$ cat config.mk
export PLATFORM = sky130hd
export DESIGN_NAME = xyz_move_line_parser
export DESIGN_NICKNAME = d
export VERILOG_FILES = /design/src/design/xmlp_pkg.sv /design/src/design/xmlp_parser.sv /design/src/design/xmlp_offset.sv /design/src/design/xyz_move_line_parser.sv
export SDC_FILE = /design/constraint.sdc
export NUM_CORES = 2
export LEC_CHECK = 0
export BUFFER_PORTS_ARGS = -buffer_cell sky130_fd_sc_hd__buf_2
export CORE_ASPECT_RATIO = 0.5
export CORE_MARGIN = 4
export CORE_UTILIZATION = 60
export DETAILED_ROUTE_END_ITERATION = 10
export PLACE_DENSITY = 0.83
export SLEW_MARGIN = 20
export SYNTH_ARGS = -nofsm -noshare
export SYNTH_HDL_FRONTEND = slang
export SYNTH_SLANG_ARGS = --single-unit
$ cat constraint.sdc
create_clock -name clk -period 6.4 [get_ports clk]
set_input_delay 0.32 -clock clk [delete_from_list [all_inputs] [get_ports clk]]
set_output_delay 0.32 -clock clk [all_outputs]
set_load 0.01 [all_outputs]
$ cat src/design/xmlp_pkg.sv
// shared types, constants and helpers for the move line parser
// no dependencies; every other file refers to it by scoped names
package xmlp_pkg;

	// coordinate width and saturation limits
	localparam int CW = 32;
	localparam logic [CW-1:0] COORD_MAX = {1'b0, {(CW-1){1'b1}}};
	localparam logic [CW-1:0] COORD_MIN = {1'b1, {(CW-1){1'b0}}};
	localparam logic [CW-1:0] MAG_CAP   = {1'b1, {(CW-1){1'b0}}};

	// largest magnitude that can still take digit d without passing the cap
	localparam logic [CW-1:0] DIG_LIMIT [10] = '{
		(MAG_CAP - CW'(0)) / 10, (MAG_CAP - CW'(1)) / 10,
		(MAG_CAP - CW'(2)) / 10, (MAG_CAP - CW'(3)) / 10,
		(MAG_CAP - CW'(4)) / 10, (MAG_CAP - CW'(5)) / 10,
		(MAG_CAP - CW'(6)) / 10, (MAG_CAP - CW'(7)) / 10,
		(MAG_CAP - CW'(8)) / 10, (MAG_CAP - CW'(9)) / 10
	};

	// stream and config widths
	localparam int OUT_W   = 6 * CW;
	localparam int CFG_IW  = 2;

	// config register indexes
	localparam logic [CFG_IW-1:0] REG_START_X = 2'd0;
	localparam logic [CFG_IW-1:0] REG_START_Y = 2'd1;
	localparam logic [CFG_IW-1:0] REG_START_Z = 2'd2;

	// characters
	localparam logic [7:0] CH_X     = 8'd88;
	localparam logic [7:0] CH_SEMI  = 8'd59;
	localparam logic [7:0] CH_MINUS = 8'd45;
	localparam logic [7:0] CH_ZERO  = 8'd48;
	localparam logic [7:0] DIGIT_LO = 8'd47;
	localparam logic [7:0] DIGIT_HI = 8'd58;

	// parse phases
	localparam logic [1:0] PH_LETTER = 2'd0;
	localparam logic [1:0] PH_SIGN   = 2'd1;
	localparam logic [1:0] PH_DIGITS = 2'd2;
	localparam logic [1:0] PH_DONE   = 2'd3;

	// result status codes
	localparam logic [1:0] ST_OK   = 2'd0;
	localparam logic [1:0] ST_ERR  = 2'd1;
	localparam logic [1:0] ST_HALT = 2'd2;

	// one finished token on its way to the output
	typedef struct packed {
		logic [1:0]         status;
		logic [2:0][CW-1:0] move;
	} tok_res_t;

	// signed add that clamps to the coordinate range
	function automatic logic [CW-1:0] sat_add(input logic [CW-1:0] a, input logic [CW-1:0] b);
		logic [CW-1:0] s;
		s = a + b;
		if (a[CW-1] == b[CW-1] && s[CW-1] != a[CW-1])
			s = a[CW-1] ? COORD_MIN : COORD_MAX;
		return s;
	endfunction

endpackage

$ cat src/design/xmlp_parser.sv
// input register and per-character token parser for the move line parser
// depends on xmlp_pkg; hands one tok_res_t per finished token to the next stage
module xmlp_parser (
	input  logic                clk,
	input  logic                arst_n,
	input  logic                en,
	input  logic                in_valid,
	input  logic [7:0]          in_char,
	input  logic                in_last,
	output logic                res_valid_s2,
	output xmlp_pkg::tok_res_t  res_s2
);

	logic                       valid_s1;
	logic [7:0]                 char_s1;
	logic                       last_s1;

	logic [1:0]                 phase_q, phase_n;
	logic [1:0]                 axis_q, axis_n;
	logic                       neg_q, neg_n;
	logic [xmlp_pkg::CW-1:0]    accum_q, accum_n;
	logic [2:0][xmlp_pkg::CW-1:0] moves_q, moves_n;
	logic                       bad_q, bad_n;
	logic                       halted_q;

	logic [3:0]                 digit;
	logic [xmlp_pkg::CW-1:0]    value;
	logic                       tok_ok;

	// input register
	always_ff @(posedge clk or negedge arst_n) begin
		if (!arst_n) begin
			valid_s1 <= 1'b0;
		end else if (en) begin
			valid_s1 <= in_valid;
		end
	end

	always_ff @(posedge clk) begin
		if (en && in_valid) begin
			char_s1 <= in_char;
			last_s1 <= in_last;
		end
	end

	assign digit = 4'(char_s1 - xmlp_pkg::CH_ZERO);

	// value of the field just closed by a semicolon
	always_comb begin
		if (accum_q[xmlp_pkg::CW-1])
			value = neg_q ? xmlp_pkg::COORD_MIN : xmlp_pkg::COORD_MAX;
		else
			value = neg_q ? (~accum_q + 1'b1) : accum_q;
	end

	// next parse state for the current character
	always_comb begin
		phase_n = phase_q;
		axis_n  = axis_q;
		neg_n   = neg_q;
		accum_n = accum_q;
		moves_n = moves_q;
		bad_n   = bad_q;
		if (!halted_q && !bad_q && phase_q != xmlp_pkg::PH_DONE) begin
			if (phase_q == xmlp_pkg::PH_LETTER) begin
				if (char_s1 == xmlp_pkg::CH_X + {6'd0, axis_q})
					phase_n = xmlp_pkg::PH_SIGN;
				else
					bad_n = 1'b1;
			end else if (phase_q == xmlp_pkg::PH_SIGN && char_s1 == xmlp_pkg::CH_MINUS) begin
				phase_n = xmlp_pkg::PH_DIGITS;
				neg_n   = 1'b1;
			end else begin
				phase_n = xmlp_pkg::PH_DIGITS;
				if (char_s1 > xmlp_pkg::DIGIT_LO && char_s1 < xmlp_pkg::DIGIT_HI) begin
					if (accum_q > xmlp_pkg::DIG_LIMIT[digit])
						accum_n = xmlp_pkg::MAG_CAP;
					else
						accum_n = (accum_q << 3) + (accum_q << 1)
							+ {{(xmlp_pkg::CW-4){1'b0}}, digit};
				end else if (char_s1 == xmlp_pkg::CH_SEMI) begin
					case (axis_q)
						2'd0:    moves_n[0] = value;
						2'd1:    moves_n[1] = value;
						default: moves_n[2] = value;
					endcase
					axis_n  = axis_q + 2'd1;
					neg_n   = 1'b0;
					accum_n = '0;
					phase_n = (axis_q == 2'd2) ? xmlp_pkg::PH_DONE : xmlp_pkg::PH_LETTER;
				end else begin
					bad_n = 1'b1;
				end
			end
		end
	end

	assign tok_ok = !bad_n && phase_n == xmlp_pkg::PH_DONE;

	// parse state, cleared at every token end, where a bad token sets the halt flag
	always_ff @(posedge clk or negedge arst_n) begin
		if (!arst_n) begin
			phase_q  <= xmlp_pkg::PH_LETTER;
			axis_q   <= 2'd0;
			neg_q    <= 1'b0;
			accum_q  <= '0;
			moves_q  <= '0;
			bad_q    <= 1'b0;
			halted_q <= 1'b0;
		end else if (en && valid_s1) begin
			if (last_s1) begin
				phase_q <= xmlp_pkg::PH_LETTER;
				axis_q  <= 2'd0;
				neg_q   <= 1'b0;
				accum_q <= '0;
				moves_q <= '0;
				bad_q   <= 1'b0;
				if (!halted_q && !tok_ok)
					halted_q <= 1'b1;
			end else begin
				phase_q <= phase_n;
				axis_q  <= axis_n;
				neg_q   <= neg_n;
				accum_q <= accum_n;
				moves_q <= moves_n;
				bad_q   <= bad_n;
			end
		end
	end

	// token result register
	always_ff @(posedge clk or negedge arst_n) begin
		if (!arst_n) begin
			res_valid_s2 <= 1'b0;
		end else if (en) begin
			res_valid_s2 <= valid_s1 && last_s1;
		end
	end

	always_ff @(posedge clk) begin
		if (en && valid_s1 && last_s1) begin
			if (halted_q) begin
				res_s2.status <= xmlp_pkg::ST_HALT;
				res_s2.move   <= '0;
			end else if (tok_ok) begin
				res_s2.status <= xmlp_pkg::ST_OK;
				res_s2.move   <= moves_n;
			end else begin
				res_s2.status <= xmlp_pkg::ST_ERR;
				res_s2.move   <= '0;
			end
		end
	end

endmodule

$ cat src/design/xmlp_offset.sv
// running offset accumulator for the move line parser
// depends on xmlp_pkg; takes token results from xmlp_parser
module xmlp_offset (
	input  logic                         clk,
	input  logic                         arst_n,
	input  logic                         en,
	input  logic                         res_valid_s2,
	input  xmlp_pkg::tok_res_t           res_s2,
	output logic                         res_valid_s3,
	output xmlp_pkg::tok_res_t           res_s3,
	output logic [2:0][xmlp_pkg::CW-1:0] offset_q
);

	// offsets move only on a good token
	always_ff @(posedge clk or negedge arst_n) begin
		if (!arst_n) begin
			offset_q <= '0;
		end else if (en && res_valid_s2 && res_s2.status == xmlp_pkg::ST_OK) begin
			for (int k = 0; k < 3; k++)
				offset_q[k] <= xmlp_pkg::sat_add(offset_q[k], res_s2.move[k]);
		end
	end

	// result stage alongside the updated offsets
	always_ff @(posedge clk or negedge arst_n) begin
		if (!arst_n) begin
			res_valid_s3 <= 1'b0;
		end else if (en) begin
			res_valid_s3 <= res_valid_s2;
		end
	end

	always_ff @(posedge clk) begin
		if (en && res_valid_s2)
			res_s3 <= res_s2;
	end

endmodule

$ cat src/design/xyz_move_line_parser.sv
// Takes one character per cycle while not held; every item can follow the last
// in the next cycle. A token's result passes through the input register, parse
// stage, offset stage and output register; the whole pipeline holds while the
// output register waits to be taken. Config writes are always ready.
// top level of the move line parser; depends on xmlp_pkg, xmlp_parser and xmlp_offset
module xyz_move_line_parser (
	input  logic                         clk,
	input  logic                         arst_n,
	// input stream
	input  logic                         s_axis_tvalid,
	output logic                         s_axis_tready,
	input  logic [7:0]                   s_axis_tdata,  // char_code
	input  logic                         s_axis_tlast,  // token_end
	// result stream
	output logic                         m_axis_tvalid,
	input  logic                         m_axis_tready,
	// pos_x, pos_y, pos_z, move_x, move_y, move_z
	output logic [xmlp_pkg::OUT_W-1:0]   m_axis_tdata,
	output logic [1:0]                   m_axis_tuser,  // status
	// config write channel
	input  logic                         cfg_valid,
	output logic                         cfg_ready,
	input  logic [xmlp_pkg::CFG_IW-1:0]  cfg_index,
	input  logic [xmlp_pkg::CW-1:0]      cfg_data
);

	logic                          en;
	logic                          res_valid_s2, res_valid_s3;
	xmlp_pkg::tok_res_t            res_s2, res_s3;
	logic [2:0][xmlp_pkg::CW-1:0]  offset_q;
	logic [2:0][xmlp_pkg::CW-1:0]  start_q;
	logic [2:0][xmlp_pkg::CW-1:0]  pos_q;
	logic [2:0][xmlp_pkg::CW-1:0]  move_q;
	logic [1:0]                    status_q;
	logic                          out_valid_q;

	// pipeline advances whenever the output register can take a result
	assign en            = !out_valid_q || m_axis_tready;
	assign s_axis_tready = en;
	assign cfg_ready     = 1'b1;

	// start coordinates
	always_ff @(posedge clk or negedge arst_n) begin
		if (!arst_n) begin
			start_q <= '0;
		end else if (cfg_valid) begin
			case (cfg_index)
				xmlp_pkg::REG_START_X: start_q[0] <= cfg_data;
				xmlp_pkg::REG_START_Y: start_q[1] <= cfg_data;
				xmlp_pkg::REG_START_Z: start_q[2] <= cfg_data;
				default: ;
			endcase
		end
	end

	xmlp_parser u_parser (
		.clk          (clk),
		.arst_n       (arst_n),
		.en           (en),
		.in_valid     (s_axis_tvalid),
		.in_char      (s_axis_tdata),
		.in_last      (s_axis_tlast),
		.res_valid_s2 (res_valid_s2),
		.res_s2       (res_s2)
	);

	xmlp_offset u_offset (
		.clk          (clk),
		.arst_n       (arst_n),
		.en           (en),
		.res_valid_s2 (res_valid_s2),
		.res_s2       (res_s2),
		.res_valid_s3 (res_valid_s3),
		.res_s3       (res_s3),
		.offset_q     (offset_q)
	);

	// output register
	always_ff @(posedge clk or negedge arst_n) begin
		if (!arst_n) begin
			out_valid_q <= 1'b0;
		end else if (en) begin
			out_valid_q <= res_valid_s3;
		end
	end

	always_ff @(posedge clk) begin
		if (en && res_valid_s3) begin
			for (int k = 0; k < 3; k++)
				pos_q[k] <= xmlp_pkg::sat_add(start_q[k], offset_q[k]);
			move_q   <= res_s3.move;
			status_q <= res_s3.status;
		end
	end

	assign m_axis_tvalid = out_valid_q;
	assign m_axis_tdata  = {move_q[2], move_q[1], move_q[0], pos_q[2], pos_q[1], pos_q[0]};
	assign m_axis_tuser  = status_q;

endmodule

After elaboration in Yosys (flattened, before gate mapping)
Memory sizes are Yosys's and may differ from the RTL's. Index checks and enable logic that the tools add are counted.

$lt $le $gt $ge: 4. Reduce and logical (&&, ||, !) cells: 42. Add/subtract/negate cells: 12. Multiplexer cells: 61. Bitwise gates (word level): 3. Equality and inequality tests: 26.

Operators by type and width (number): $mux W32 (27); $mux W96 (6); $add A32 B32 Y32 (7); $mux W97 (1); $add A32 B1 Y32 const B (1); $add A32 B4 Y32 (1); $gt A32 B32 Y1 (1); $not A32 Y32 (1); $mux W2 (14); $logic_and A1 B1 Y1 (19); $eq A8 B6 Y1 const B (2); $mux W1 (13); $reduce_and A5 Y1 (2); $add A7 B2 Y8 const A (1); $eq A8 B8 Y1 (1); $gt A8 B6 Y1 const B (1); $logic_not A2 Y1 (4); $lt A8 B6 Y1 const B (1); $eq A1 B1 Y1 (6); $eq A2 B1 Y1 const B (3); $eq A2 B2 Y1 const B (3); $ne A1 B1 Y1 (6); $ne A2 B1 Y1 const B (3); $reduce_and A2 Y1 (3); 14 further kinds (21).

Memory bits (read-only): 512. Memories: 1. Output and inout bits: 197. Register bits after elaboration: 730.

Memory list: (name not given) (depth 16, width 32, rd ports 1, clocked after memory_dff 0, write ports 0, RTL line xmlp_parser.sv:76) `if (accum_q > xmlp_pkg::DIG_LIMIT[digit])`.

Logic depth before layout (Yosys ltp)
Depth after elaboration: 12. Depth in mapped cells: 14. Mapped depth without buffers: 14.

Hierarchy
Synthesis repeated with hierarchy kept, for this count alone.

Cells, all modules: 3670. Area, all modules: 39609.2 µm².

Modules (own cells, without submodules): xyz_move_line_parser (area each 15167.0 µm², cells each 1194, sequential area each 8252.9 µm², times used 1); xmlp_parser (area each 12809.8 µm², cells each 1297, sequential area each 6641.4 µm², times used 1); xmlp_offset (area each 11632.4 µm², cells each 1179, sequential area each 5370.2 µm², times used 1).

Worst setup path before layout
No wires, ideal clock.

Path kind: register -> register. Start point: register out_valid_q, in the netlist m_axis_tvalid. End point: register pos_q (netlist bit m_axis_tdata[0]) (enable). Slack: 0.544 ns. Clock period less this slack: 5.856 ns. Cell stages (with the launch flop): 4. Setup time: 0.578 ns. Path buffers: 1. Arrival: 5.277 ns. Path through: dfrtp_1 -> nand2b_1 -> clkbuf_1 -> and2_1.

Cells in the longest elaborated chain, start to end: 3.

RTL lines: start, declared (RTL line xyz_move_line_parser.sv:35) `logic out_valid_q;`; start signal, assigned (RTL line xyz_move_line_parser.sv:83) `out_valid_q <= res_valid_s3;`; $logic_not A1 Y1 (RTL line xyz_move_line_parser.sv:38) `assign en = !out_valid_q || m_axis_tready;`; $logic_or A1 B1 Y1 (RTL line xyz_move_line_parser.sv:38); net s_axis_tready (RTL line xyz_move_line_parser.sv:11) `output logic s_axis_tready,`; $logic_and A1 B1 Y1 (RTL line xyz_move_line_parser.sv:88) `if (en && res_valid_s3) begin`; end signal, assigned by index (RTL line xyz_move_line_parser.sv:90) `pos_q[k] <= xmlp_pkg::sat_add(start_q[k], offset_q[k]);`; end, declared (RTL line xyz_move_line_parser.sv:32) `logic [2:0][xmlp_pkg::CW-1:0] pos_q;`.

The timed path passes the listed nets, and every way through them passes these cells. A chain may end at the register's enable or synchronous reset.

Final worst setup path
Start point: register u_parser.accum_q[2] (netlist name). End point: register u_parser.accum_q[31] (netlist name).

Cells in the longest elaborated chain, start to end: 8. Elaborated cells on any way between the ends: 9. Those cells by class: add/sub: 2; order compare: 1; mux: 6.

RTL lines: start, declared (RTL line xmlp_parser.sv:21) `logic [xmlp_pkg::CW-1:0] accum_q, accum_n;`; start signal, assigned (RTL line xmlp_parser.sv:124) `accum_q <= accum_n;`; $add A32 B32 Y32 (RTL line xmlp_parser.sv:79) `accum_n = (accum_q << 3) + (accum_q << 1)`; $add A32 B4 Y32 (RTL line xmlp_parser.sv:80) `+ {{(xmlp_pkg::CW-4){1'b0}}, digit};`; $mux W32 (*) (RTL line xmlp_parser.sv:76); $mux W32 (*) (RTL line xmlp_parser.sv:75) `if (char_s1 > xmlp_pkg::DIGIT_LO && char_s1 < xmlp_pkg::DIGIT_HI) begin`; $mux W32 (*) (RTL line xmlp_parser.sv:70) `end else if (phase_q == xmlp_pkg::PH_SIGN && char_s1 == xmlp_pkg::CH_MINUS) begin`; $mux W32 (*) (RTL line xmlp_parser.sv:65) `if (phase_q == xmlp_pkg::PH_LETTER) begin`; $mux W32 (*) (RTL line xmlp_parser.sv:64) `if (!halted_q && !bad_q && phase_q != xmlp_pkg::PH_DONE) begin`; $mux W32 (*) (RTL line xmlp_parser.sv:111) `if (last_s1) begin`.

Every way passes the cells marked *; elsewhere a longest branch is shown, timed or not. The select of a mux whose other input is x is not followed.

==> impl_metrics.py <==
metrics = {
    "outcome": {
        "status": "completed",
    },
    "routing": {
        "wl_per_cell_um": 22.9,
        "drt-total-wl_um": 109000,
        "drc": 0,
        "drt_pass1_iterations": 6,
        "ant_nets": 0,
        "viasPerCell": 6.41,
        "num_vias": 30500,
        "drt_iter0_markers": 3885,
    },
    "setup_path": {
        "path_class": "reg -> reg",
        "crit-reg2reg-launch": "u_parser.accum_q[2]",
        "start_kind": "register",
        "crit_path_end_kind": "register",
        "cp_max_fo": 7,
        "cp.arrival_ns": 4.71,
        "required_ns": 6.94,
        "startpoint": "u_parser.accum_q[2]",
    },
    "synth": {
        "yosys_warnings": 0,
        "yosysMostFrequentCell": "edfxtp_1",
        "synth_edf_count": 399,
        "synth_compound_area_frac": 0.205,
        "ys_async_sr_fraction": 0.453,
        "synth_ff_type": "edfxtp_1",
        "synth_xor_xnor_area_share": 0.0433,
        "syn_nets": 3935,
        "synthAdderAreaFrac": 0.0845,
        "synth_top_cell_area_share": 0.304,
        "synth-simple-area-share": 0.0956,
        "synth_top_family_by_area": "compound AO/OA/AOI/OAI gates",
        "synth_common_cells": "edfxtp_1, nand2_1, dfrtp_1",
        "postSynthAreaPerCell_um2": 10.9,
        "ys_ff_latch": 730,
        "ys_seq_area_frac": 0.514,
        "synth_cell_type_count": 94,
        "synthCells": 3628,
        "synthesis.area_mm2": 0.0394,
        "synthMuxAreaShare": 0.0297,
        "synthTopCellsByArea": "edfxtp_1, dfrtp_1, ha_1",
        "synth_area_leader_cell": "edfxtp_1",
    },
    "final_layout": {
        "multiInputGateArea_mm2": 0.0181,
        "area_growth_pct": 11.1,
        "n_antenna_cell": 0,
        "ff_latch_area_mm2": 0.0203,
        "fillers": 4793,
        "drive_gt1_frac": 0.145,
        "finalNetCount": 4132,
    },
    "power": {
        "power.leakage_nw": 18.6,
        "power_mw": 18.9,
        "peakVddDrop_uv": 232,
        "power_density_mw_per_mm2": 431,
    },
    "clock_tree": {
        "path_clk_slew_ns": 0.07,
        "cts_tree": "built",
        "cts_resized": 0,
        "cts_num_sinks": 730,
        "clk_latency_ns": 0.65,
        "cts_made_buffers": 66,
        "h-tree-depth": 3,
        "clockRootBuffer": "clkbuf_16",
        "clk_path_buf_depth": 3,
    },
    "sta": {
        "hold_violations": 0,
        "period_minus_slack_ns": 4.17,
        "period_share": 0.652,
        "skew_ns": 0.0300,
        "final.setup.tns_ns": 0,
        "tightest_slew_ns": 1.28,
        "drv_slew": 0,
        "max_slew_margin": 0.147,
        "grt_setup_unrepaired": "no",
        "max_freq_ghz": 0.240,
        "finalSetupViolCount": 0,
    },
    "placed_design": {
        "dp_hpwl_um": 78900,
        "io_buffer_count": 243,
        "gp_congestion": 0.980,
    },
    "floorplanning": {
        "fp.coreArea_mm2": 0.0650,
        "dieArea_mm2": 0.0701,
        "die_x_um": 371,
        "rows": 66,
        "fp.dieH_um": 189,
        "initial_utilization": 0.607,
        "io_pins": 245,
    },
    "worst_hold_path": {
        "hold_start": "cfg_data[13]",
        "hold_path.class": "in -> reg",
    },
    "global_route": {
        "grt_first_pass_wirelength_um": 166000,
        "antenna_found_initial": 3,
        "grt_usage": 0.306,
        "grt_overflow": 0,
        "grt_pass1_vias": 28800,
        "grt_max_degree": 140,
    },
    "job": {
        "maxCapViolCount": 0,
    },
}
cells in the final DEF (no fill, tap or decap), types with 14 or more instances in the layout:
cell type	Yosys	layout
inv_1	90	89
nand2b_1	24	24
a221o_2	18	18
buf_4	3	35
mux2_2	96	96
o31ai_1	17	17
nand4_1	24	24
nor2b_1	20	20
o211ai_1	14	14
o21a_1	30	30
a21boi_0	65	65
buf_2	23	242
a221o_1	47	47
o21ai_0	318	317
a211oi_1	68	68
dlygate4sd3_1	0	25
xnor2_1	115	115
nand2_1	379	378
a22oi_1	38	38
clkbuf_1	135	15
clkbuf_16	0	68
o21bai_1	25	25
a31oi_1	21	21
o22ai_1	21	21
nor2_1	222	222
o22a_1	16	16
a21o_1	130	130
edfxtp_1	399	399
xor2_1	80	80
dfrtp_1	331	331
a21oi_1	281	280
nand3_1	46	46
nor3_1	41	39
and3_1	20	19
ha_1	251	251
final cells by class:
class / instances / area share
inverters: 91 / 0.00783
well taps: 884 / 0.0253
multi-input cells: 2631 / 0.414
flip-flops and latches: 730 / 0.463
clock inverters: 34 / 0.00794
clock buffers: 88 / 0.0416
repair buffers: 305 / 0.0404
layer usage:
metal,vias up,part of all wire,track usage
met2,1510,0.43,0.454
li1,13900,-,-
met3,254,0.11,0.0607
met1,14900,0.42,0.448
met5,-,0.0015,0.0158
met4,2,0.038,0.114
sequential cells by signal, summed over array words and instances, names as in the netlist, 8 cells and up:
register,flops
u_offset.offset_q,96
start_q,96
u_parser.accum_q,32
u_parser.res_s2,98
m_axis_tdata,192
u_offset.res_s3,98
u_parser.moves_q,96
u_parser.char_s1,8
worst max-delay path: stages (launching register included):
cell and delay, ns:
dfrtp_1 0.56, inv_1 0.12, fa_1 0.57, inv_1 0.06
ha_1 0.27, a21o_1 0.17, a21o_1 0.21, a2111oi_0 0.59
o22ai_1 0.29, a221oi_1 0.44, nor3_1 0.15, o221ai_1 0.23
xnor2_1 0.14, nand2_1 0.06, a22o_1 0.19
through the flow:
stage / hold slack (ns) / instances / util / area, µm² / setup WS, ns
2_1_floorplan: 0.0244 / 3628 / - / 39400 / 0.544
3_3_place_gp: 0.401 / 4616 / 0.636 / 41400 / 2.29
3_5_place_dp: 0.405 / 4616 / 0.636 / 41400 / 2.26
4_1_cts: 0.00732 / 4763 / 0.674 / 43800 / 2.24
5_1_grt: 0.00799 / 4763 / 0.674 / 43800 / 1.95
6_report: 0.0284 / 4763 / 0.674 / 43800 / 2.23
report_power, final:
group          switching (mW)  total [mW]  internal [mW]  leakage, nW
Sequential               1.01        7.50           6.49         7.95
Clock                    1.86        4.03           2.17         1.05
Combinational            4.33        7.36           3.03         9.62
worst paths after layout:
path / slack (ns) / depth (start not counted) / endpoint
hold reg to reg: 0.42 / 0 / m_axis_tdata[155]
setup reg to reg: 2.23 / 14 / u_parser.accum_q[31]
hold / removal: 0.03 / 2 / start_q[77]
min in group asynchronous: 0.33 / 2 / start_q[19]
setup / recovery: 2.23 / 14 / u_parser.accum_q[31]
max in group asynchronous: 4.63 / 3 / u_parser.accum_q[27]
kinds of logic (layout without fill, tap and decap cells):
logic type | after synthesis | after routing
compound gates | 1222 | 1222
simple gates | 846 | 846
flops | 730 | 730
buf+inv | 267 | 518
fa+ha+maj | 262 | 262
xor+xnor | 195 | 195
mux | 105 | 105
other cells | 1 | 1
timing repair:
item,CTS,global route
buffers inserted,0,0
endpoints found under the hold margin,152,0
hold buffers,25,0
Note: power is estimated with default switching activity, not from simulation.
